## src/design/snt_pkg.sv

```systemverilog
// snt_pkg: shared types and codes for the sorted neighbor table
// entry layout, opcodes, relation and link codes; used by the table and its checker
package snt_pkg;

   localparam int ADDR_W          = 48;
   localparam int OP_W            = 3;
   localparam int REL_W           = 2;
   localparam int LINK_W          = 2;
   localparam int MAX_ENTRIES_DEF = 16;

   localparam logic [OP_W-1:0] OP_INSERT   = 3'd0;
   localparam logic [OP_W-1:0] OP_SET_LINK = 3'd1;
   localparam logic [OP_W-1:0] OP_GET_LINK = 3'd2;
   localparam logic [OP_W-1:0] OP_MARK     = 3'd3;
   localparam logic [OP_W-1:0] OP_COUNT    = 3'd4;
   localparam logic [OP_W-1:0] OP_CLEAR    = 3'd5;

   localparam logic [REL_W-1:0]  REL_SUCCESSOR = 2'd0;
   localparam logic [LINK_W-1:0] LINK_NONE     = 2'd3;

   typedef struct packed {
      logic [ADDR_W-1:0] addr;
      logic [REL_W-1:0]  rel;
      logic [LINK_W-1:0] link;
      logic              topo;
   } entry_type;

endpackage

```

## src/design/sorted_neighbor_table.sv

```systemverilog
// sorted_neighbor_table: neighbor table kept sorted by address, one walk per operation
// depends on snt_pkg (entry layout, opcodes, codes)
//
//   channel | direction | handshake             | payload
//   req     | in        | req_valid/req_ready   | opcode, neighbor_address, relation_in, link_in
//   rsp     | out       | rsp_valid/rsp_ready   | found .. table_full, one per req transfer
//
// one 48-bit comparator walks the entry memory one entry a cycle in S_SCAN (skipped for an
// empty table); S_POST then decides and S_DONE posts the result; an insert of a new address,
// a set link or a mark that hits adds a write in S_WRITE, and an insert that shifts first
// moves each entry from position up one place, read in S_SHIFT_RD and written in S_SHIFT_WR
// req_ready is high only while the sequencer is idle; a result still waiting in the output
// register holds the next operation in S_DONE until the result is taken
// reset clears the entry count and the handshakes; entries hold no reset value
module sorted_neighbor_table #(
   parameter int MAX_ENTRIES = snt_pkg::MAX_ENTRIES_DEF,
   localparam int CNT_W = $clog2(MAX_ENTRIES + 1),
   localparam int IDX_W = $clog2(MAX_ENTRIES)
) (
   input  logic                        clock,
   input  logic                        reset,
   input  logic                        req_valid,
   output logic                        req_ready,
   input  logic [snt_pkg::OP_W-1:0]    req_opcode,
   input  logic [snt_pkg::ADDR_W-1:0]  req_neighbor_address,
   input  logic [snt_pkg::REL_W-1:0]   req_relation_in,
   input  logic [snt_pkg::LINK_W-1:0]  req_link_in,
   output logic                        rsp_valid,
   input  logic                        rsp_ready,
   output logic                        rsp_found,
   output logic [CNT_W-1:0]            rsp_position,
   output logic [snt_pkg::LINK_W-1:0]  rsp_link_out,
   output logic [CNT_W-1:0]            rsp_match_count,
   output logic [CNT_W-1:0]            rsp_successor_count,
   output logic                        rsp_integrity_ok,
   output logic                        rsp_table_full
);

   localparam logic [2:0] S_IDLE     = 3'd0;
   localparam logic [2:0] S_SCAN     = 3'd1;
   localparam logic [2:0] S_POST     = 3'd2;
   localparam logic [2:0] S_SHIFT_RD = 3'd3;
   localparam logic [2:0] S_SHIFT_WR = 3'd4;
   localparam logic [2:0] S_WRITE    = 3'd5;
   localparam logic [2:0] S_DONE     = 3'd6;

   localparam logic [CNT_W-1:0] MAX_CNT = CNT_W'(MAX_ENTRIES);

   snt_pkg::entry_type entry_store [MAX_ENTRIES];
   snt_pkg::entry_type rd_data_ff;
   snt_pkg::entry_type wr_data;
   logic [IDX_W-1:0]   rd_idx, wr_idx;
   logic               mem_we;

   logic [2:0]                 state_ff, state_in;
   logic [CNT_W-1:0]           count_ff, count_in;
   logic [CNT_W-1:0]           idx_ff, idx_in;
   logic [CNT_W-1:0]           shift_ff, shift_in;
   logic [snt_pkg::OP_W-1:0]   op_ff, op_in;
   logic [snt_pkg::ADDR_W-1:0] addr_ff, addr_in;
   logic [snt_pkg::REL_W-1:0]  rel_ff, rel_in;
   logic [snt_pkg::LINK_W-1:0] link_ff, link_in;
   logic [CNT_W-1:0]           pos_ff, pos_in;
   logic [CNT_W-1:0]           match_ff, match_in;
   logic [CNT_W-1:0]           succ_ff, succ_in;
   logic                       hit_ff, hit_in;
   logic [snt_pkg::REL_W-1:0]  hit_rel_ff, hit_rel_in;
   logic [snt_pkg::LINK_W-1:0] hit_link_ff, hit_link_in;
   logic                       hit_topo_ff, hit_topo_in;
   logic                       bad_ff, bad_in;
   logic                       ins_ff, ins_in;
   logic                       full_ff, full_in;

   logic                       rsp_valid_ff, rsp_valid_in;
   logic                       rsp_found_ff, rsp_found_in;
   logic [CNT_W-1:0]           rsp_pos_ff, rsp_pos_in;
   logic [snt_pkg::LINK_W-1:0] rsp_link_ff, rsp_link_in;
   logic [CNT_W-1:0]           rsp_match_ff, rsp_match_in;
   logic [CNT_W-1:0]           rsp_succ_ff, rsp_succ_in;
   logic                       rsp_integ_ff, rsp_integ_in;
   logic                       rsp_full_ff, rsp_full_in;

   // the shared compare unit
   logic addr_lt, addr_eq;
   assign addr_lt = rd_data_ff.addr < addr_ff;
   assign addr_eq = rd_data_ff.addr == addr_ff;

   logic new_succ;
   assign new_succ = ins_ff && (rel_ff == snt_pkg::REL_SUCCESSOR);

   always_ff @(posedge clock) begin
      if (mem_we) begin
         entry_store[wr_idx] <= wr_data;
      end
      rd_data_ff <= entry_store[rd_idx];
   end

   always_comb begin
      state_in     = state_ff;
      count_in     = count_ff;
      idx_in       = idx_ff;
      shift_in     = shift_ff;
      op_in        = op_ff;
      addr_in      = addr_ff;
      rel_in       = rel_ff;
      link_in      = link_ff;
      pos_in       = pos_ff;
      match_in     = match_ff;
      succ_in      = succ_ff;
      hit_in       = hit_ff;
      hit_rel_in   = hit_rel_ff;
      hit_link_in  = hit_link_ff;
      hit_topo_in  = hit_topo_ff;
      bad_in       = bad_ff;
      ins_in       = ins_ff;
      full_in      = full_ff;
      rsp_valid_in = rsp_valid_ff && !rsp_ready;
      rsp_found_in = rsp_found_ff;
      rsp_pos_in   = rsp_pos_ff;
      rsp_link_in  = rsp_link_ff;
      rsp_match_in = rsp_match_ff;
      rsp_succ_in  = rsp_succ_ff;
      rsp_integ_in = rsp_integ_ff;
      rsp_full_in  = rsp_full_ff;
      rd_idx       = idx_ff[IDX_W-1:0];
      wr_idx       = pos_ff[IDX_W-1:0];
      wr_data      = rd_data_ff;
      mem_we       = 1'b0;

      unique case (state_ff)
         S_IDLE: begin
            rd_idx = '0;
            if (req_valid) begin
               op_in    = req_opcode;
               addr_in  = req_neighbor_address;
               rel_in   = req_relation_in;
               link_in  = req_link_in;
               idx_in   = '0;
               pos_in   = '0;
               match_in = '0;
               succ_in  = '0;
               hit_in   = 1'b0;
               bad_in   = 1'b0;
               ins_in   = 1'b0;
               full_in  = 1'b0;
               state_in = (count_ff == '0) ? S_POST : S_SCAN;
            end
         end
         S_SCAN: begin
            // rd_data_ff holds entry idx_ff, fetch the next one
            rd_idx = IDX_W'(idx_ff + 1'b1);
            if (addr_lt) begin
               pos_in = pos_ff + 1'b1;
            end
            if (addr_eq) begin
               hit_in      = 1'b1;
               hit_rel_in  = rd_data_ff.rel;
               hit_link_in = rd_data_ff.link;
               hit_topo_in = rd_data_ff.topo;
            end
            if (rd_data_ff.rel == rel_ff && rd_data_ff.link == link_ff) begin
               match_in = match_ff + 1'b1;
            end
            if (rd_data_ff.rel == snt_pkg::REL_SUCCESSOR) begin
               succ_in = succ_ff + 1'b1;
               // a marked entry has its topology after this operation
               if (!rd_data_ff.topo && !(op_ff == snt_pkg::OP_MARK && addr_eq)) begin
                  bad_in = 1'b1;
               end
            end
            idx_in = idx_ff + 1'b1;
            if (idx_ff + 1'b1 == count_ff) begin
               state_in = S_POST;
            end
         end
         S_POST: begin
            state_in = S_DONE;
            unique case (op_ff)
               snt_pkg::OP_INSERT: begin
                  if (!hit_ff) begin
                     if (count_ff == MAX_CNT) begin
                        full_in = 1'b1;
                     end else begin
                        ins_in = 1'b1;
                        if (pos_ff == count_ff) begin
                           state_in = S_WRITE;
                        end else begin
                           shift_in = count_ff - 1'b1;
                           state_in = S_SHIFT_RD;
                        end
                     end
                  end
               end
               snt_pkg::OP_SET_LINK, snt_pkg::OP_MARK: begin
                  if (hit_ff) begin
                     state_in = S_WRITE;
                  end
               end
               snt_pkg::OP_CLEAR: begin
                  count_in = '0;
               end
               default: begin
               end
            endcase
         end
         S_SHIFT_RD: begin
            rd_idx   = shift_ff[IDX_W-1:0];
            state_in = S_SHIFT_WR;
         end
         S_SHIFT_WR: begin
            mem_we  = 1'b1;
            wr_idx  = IDX_W'(shift_ff + 1'b1);
            wr_data = rd_data_ff;
            if (shift_ff == pos_ff) begin
               state_in = S_WRITE;
            end else begin
               shift_in = shift_ff - 1'b1;
               state_in = S_SHIFT_RD;
            end
         end
         S_WRITE: begin
            mem_we       = 1'b1;
            wr_data.addr = addr_ff;
            if (ins_ff) begin
               wr_data.rel  = rel_ff;
               wr_data.link = link_ff;
               wr_data.topo = 1'b0;
               count_in     = count_ff + 1'b1;
            end else if (op_ff == snt_pkg::OP_SET_LINK) begin
               wr_data.rel  = hit_rel_ff;
               wr_data.link = link_ff;
               wr_data.topo = hit_topo_ff;
            end else begin
               wr_data.rel  = hit_rel_ff;
               wr_data.link = hit_link_ff;
               wr_data.topo = 1'b1;
            end
            state_in = S_DONE;
         end
         S_DONE: begin
            if (!rsp_valid_ff || rsp_ready) begin
               rsp_valid_in = 1'b1;
               rsp_found_in = hit_ff;
               rsp_full_in  = full_ff;
               rsp_match_in = (op_ff == snt_pkg::OP_COUNT) ? match_ff : '0;
               if (op_ff == snt_pkg::OP_CLEAR) begin
                  rsp_pos_in   = '0;
                  rsp_link_in  = snt_pkg::LINK_NONE;
                  rsp_succ_in  = '0;
                  rsp_integ_in = 1'b0;
               end else begin
                  rsp_pos_in   = pos_ff;
                  rsp_succ_in  = succ_ff + CNT_W'(new_succ);
                  rsp_integ_in = (count_ff != '0) && !bad_ff && !new_succ;
                  if (ins_ff) begin
                     rsp_link_in = link_ff;
                  end else if (hit_ff) begin
                     rsp_link_in = (op_ff == snt_pkg::OP_SET_LINK) ? link_ff : hit_link_ff;
                  end else begin
                     rsp_link_in = snt_pkg::LINK_NONE;
                  end
               end
               state_in = S_IDLE;
            end
         end
         default: begin
            state_in = S_IDLE;
         end
      endcase
   end

   always_ff @(posedge clock) begin
      if (reset) begin
         state_ff     <= S_IDLE;
         count_ff     <= '0;
         rsp_valid_ff <= 1'b0;
      end else begin
         state_ff     <= state_in;
         count_ff     <= count_in;
         rsp_valid_ff <= rsp_valid_in;
      end
      idx_ff       <= idx_in;
      shift_ff     <= shift_in;
      op_ff        <= op_in;
      addr_ff      <= addr_in;
      rel_ff       <= rel_in;
      link_ff      <= link_in;
      pos_ff       <= pos_in;
      match_ff     <= match_in;
      succ_ff      <= succ_in;
      hit_ff       <= hit_in;
      hit_rel_ff   <= hit_rel_in;
      hit_link_ff  <= hit_link_in;
      hit_topo_ff  <= hit_topo_in;
      bad_ff       <= bad_in;
      ins_ff       <= ins_in;
      full_ff      <= full_in;
      rsp_found_ff <= rsp_found_in;
      rsp_pos_ff   <= rsp_pos_in;
      rsp_link_ff  <= rsp_link_in;
      rsp_match_ff <= rsp_match_in;
      rsp_succ_ff  <= rsp_succ_in;
      rsp_integ_ff <= rsp_integ_in;
      rsp_full_ff  <= rsp_full_in;
   end

   assign req_ready           = (state_ff == S_IDLE);
   assign rsp_valid           = rsp_valid_ff;
   assign rsp_found           = rsp_found_ff;
   assign rsp_position        = rsp_pos_ff;
   assign rsp_link_out        = rsp_link_ff;
   assign rsp_match_count     = rsp_match_ff;
   assign rsp_successor_count = rsp_succ_ff;
   assign rsp_integrity_ok    = rsp_integ_ff;
   assign rsp_table_full      = rsp_full_ff;

endmodule

```

## config.mk

```make
export PLATFORM = sky130hd
export DESIGN_NAME = sorted_neighbor_table
export DESIGN_NICKNAME = d
export VERILOG_FILES = /design/src/design/snt_pkg.sv /design/src/design/sorted_neighbor_table.sv
export SDC_FILE = /design/constraint.sdc
export NUM_CORES = 1
export LEC_CHECK = 0
export BUFFER_PORTS_ARGS = -buffer_cell sky130_fd_sc_hd__clkbuf_2
export CORE_MARGIN = 3
export CORE_UTILIZATION = 62
export CTS_CLUSTER_SIZE = 12
export DETAILED_ROUTE_END_ITERATION = 8
export PLACE_DENSITY_LB_ADDON = 0.15
export SETUP_SLACK_MARGIN = 0.05
export SYNTH_ARGS = -nofsm -noshare
export SYNTH_HDL_FRONTEND = slang
export SYNTH_SLANG_ARGS = --single-unit
```

## constraint.sdc

```tcl
create_clock -name clock -period 5.8 [get_ports clock]
set_input_delay 0.87 -clock clock [delete_from_list [all_inputs] [get_ports clock]]
set_output_delay 0.87 -clock clock [all_outputs]
set_load 0.01 [all_outputs]
```

==> out/qor.txt <==
final WL - 90500 µm
nets@finish - 2320
Avg Synthesized Cell Area - 19.4 µm²
Final Setup Violations - 0
Rows - 92
FFs w/ async S/R, synth - 0
RSZ-0062 raised after global routing - false
final hold slack - 381 ps
Via density - 6.43
Static Leak - 15.1 nW
TNS Setup - 0 ps
Sw Ratio - 0.328
CTS tree - done
P_sw - 8.25 mW
Area Growth Syn to Fin - 12.4%
total grt overflow - 0
Worst Reg2Reg Path Length in Cells - 8
Starting Density - 0.628
Storage cell area - 30000 µm²
distinct cell type count after synthesis - 60
share of cells above drive strength 1 - 0.228
first-pass GRT wire length - 135000 µm
DRT iter0 DRCs - 2025
Die Ht - 259 µm
CP peak stage delay - 1050 ps
Internal Pwr Total - 16.9 mW
drt drc - 0
Slew Limit Fails - 0
Ant. Diodes - 0
top_reg_cell synth - edfxtp_1
flop and latch count out of synthesis - 1019
Syn Std Cell Area - 39700 µm²
sequential share of the synthesized area - 0.755
Detailed Place HPWL - 53900 µm
Clk Latency, worst-skew pair - 660 ps
Post-CTS Resized - 0
vias in the first global route - 20900
post-CTS setup buffers - 0
clk slew on worst S/H paths - 60 ps
Placed Area - 41400 µm²
combinational share of power - 0.336
Hold Crit Class - in2reg
Clock Path Buffers - 3
Setup WS pre-CTS - 1830 ps
die footprint - 67100 µm²
Post-synth EDFFs - 957
combined area of the multi-input logic cells - 9170 µm²
worst-path fanout max - 31
Slew HR - 0.0755
Sink Count - 1019
# hold bufs at CTS - 0
CP Launch Type - flip-flop
CP Data Arrival Time - 4280 ps
Layout Skew - 16.5 ps
DIE WIDTH - 259 µm
Final Core Density - 0.706
status - finished, final reports clean
Worst-Margin Slew - 1390 ps
CP max stage cell - nor2_4
Fillers - 3803
clock buffer count from CTS - 102
max-cap check violation count - 0
IO buf count - 80
ordered cell list for the critical path - inv_2 > nor3_2 > buf_4 > nor2_1 > a21oi_1 > nand2_1 > nor2_4 > buf_4
design area - 44600 µm²
clk root buf - clkbuf_16
Pwr per Cell Area - 563 nW/µm²
flop-to-flop setup slack - 1830 ps
Synth Net Count - 2168
Tcrit/Tclk final - 0.684
Final Hold Viols - 0
maximum clock frequency - 252 MHz
Crit path top cell by count - buf_4
ANT nets after route - 0
Hold Path Stages - 1
Reg power frac - 0.412
initial antenna violation count - 0
Clock power frac - 0.252
largest net degree at the start of global routing - 99
CTS H-tree lvls - 3
critical path class - reg2reg
CORE AREA - 63200 µm²
Critical Path RT - 6110 ps
GPL Wtd Cong - 0.881
routed vias - 20100
fin crit period - 3970 ps
DRT Pass-1 Iters - 6
CP endpoint kind - flip-flop
setup ws final - 1830 ps
I/O Pins - 81
GRT Util Overall - 0.278
Syn Inst Count - 2051
Worst VDD drop - 0.626 mV
drt wl/cell - 28.9 µm
yosys synthesis warning count - 0
kinds of logic (layout without fill, tap and decap cells):
kind of cell	count (synthesis)	in the layout	share of synthesized area
and+or+nand+nor	310	310	0.0353
muxes	221	221	0.123
DFF	1019	1019	0.755
AOI/OAI and AO/OA	244	244	0.0409
buffers and inverters	156	394	0.0184
adders and majority gates	58	58	0.0183
xor gates and xnor gates	43	43	0.00949
metrics by stage:
step | instances | power [mW]
3_5_place_dp | 2945 | 19.0
3_3_place_gp | 2945 | 18.7
6_report | 3135 | 25.1
5_1_grt | 3135 | 26.2
2_1_floorplan | 2051 | 16.2
4_1_cts | 3135 | 25.3
path summary, 6_finish.rpt:
path                             from                      endpoint
min reg2reg         full_ff$_DFFE_PP_      rsp_table_full$_DFFE_PP_
min          req_neighbor_address[16]         addr_ff[16]$_DFFE_PP_
max          state_ff[2]$_SDFFE_PP0P_  entry_store[6][34]$_DFFE_PP_
max reg2reg  state_ff[2]$_SDFFE_PP0P_  entry_store[6][34]$_DFFE_PP_
cell usage after synthesis, types with 3 or more instances:
cell / instances / area (µm²)
a22oi_1: 106 / 796
buf_2: 11 / 55.1
clkbuf_1: 55 / 206
and3_1: 6 / 37.5
inv_1: 59 / 221
a21o_1: 6 / 45.0
and2b_1: 3 / 22.5
buf_6: 12 / 135
a32oi_1: 4 / 35.0
xor2_1: 22 / 193
nand2_1: 140 / 526
nor3_1: 10 / 50.1
nand3b_1: 3 / 22.5
a31oi_1: 6 / 37.5
edfxtp_1: 957 / 28700
nand2b_1: 3 / 18.8
buf_1: 7 / 26.3
nand4_1: 15 / 93.8
mux4_2: 212 / 4770
ha_1: 58 / 726
nor4_1: 6 / 37.5
and3b_1: 3 / 26.3
nor3b_1: 3 / 22.5
o31ai_1: 3 / 22.5
mux2i_1: 8 / 80.1
nand3_1: 22 / 110
o21a_1: 3 / 22.5
o311ai_0: 3 / 26.3
a21oi_1: 31 / 155
nor2b_1: 7 / 43.8
xnor2_1: 21 / 184
o21ai_0: 64 / 320
and2_1: 11 / 68.8
dfxtp_1: 62 / 1240
nor2_1: 72 / 270
buf_4: 9 / 67.6
cell type report:
class,count,share of cell area
flip-flops and latches,1019,0.672
repair buffers,144,0.0223
inverters,60,0.00504
clock buffers,170,0.0672
well taps,846,0.0237
multi-input cells,876,0.205
clock inverters,20,0.00493
per-layer routing:
metal,global-route usage,vias to the layer above,wire length [µm]
met2,0.472,895,46600
met4,0.0878,0,2870
li1,-,8600,-
met3,0.0460,165,6600
met5,0,-,0
met1,0.375,10500,34400
cell usage in the layout, fill, tap and decap left out, types with 4 or more instances in the layout:
cell and instances:
xnor2_1 21, xor2_1 22, inv_1 58, clkinv_1 5, clkbuf_8 13, mux4_2 212
a21o_1 6, a22oi_1 106, dfxtp_1 62, a32oi_1 4, o21ai_1 44, ha_1 58
nor4_1 5, nor2_1 52, bufinv_16 4, nand3_1 22, nand2_1 139, a21oi_1 31
clkbuf_2 80, buf_12 9, buf_4 55, o21ai_0 22, nand4_1 15, edfxtp_1 957
nor3_1 10, clkbuf_1 52, clkinv_2 7, clkbuf_16 105, and3_1 6, nor2_4 20
mux2i_1 8, and2_1 11, nor2b_1 7, a31oi_1 6
power by group through the flow:
stage	registers (mW)	logic (mW)	clock network [mW]
2_1_floorplan	10.3	5.92	0
3_3_place_gp	10.5	8.24	0
6_report	10.4	8.44	6.33
3_5_place_dp	10.5	8.45	0
4_1_cts	10.4	8.50	6.40
5_1_grt	10.4	9.12	6.71
worst max-delay path: cells and delay by family, from the launching register on:
kind / cells / cell delay, ps
buffers and inverters: 3 / 1020
AND/OR/NAND/NOR: 4 / 1560
AO/OA/AOI/OAI: 1 / 180
flip-flops: 1 / 820
flip-flops by register name, indices dropped and copies added, names as in the netlist, 3 cells and up:
signal and count:
addr_ff 48, count_ff 5, entry_store 848, idx_ff 5
match_ff 5, op_ff 3, pos_ff 5, rd_data_ff 53
rsp_match_count 5, rsp_position 5, rsp_successor_count 5, shift_ff 5
state_ff 3, succ_ff 5
Note: power is estimated with default switching activity, not from simulation.
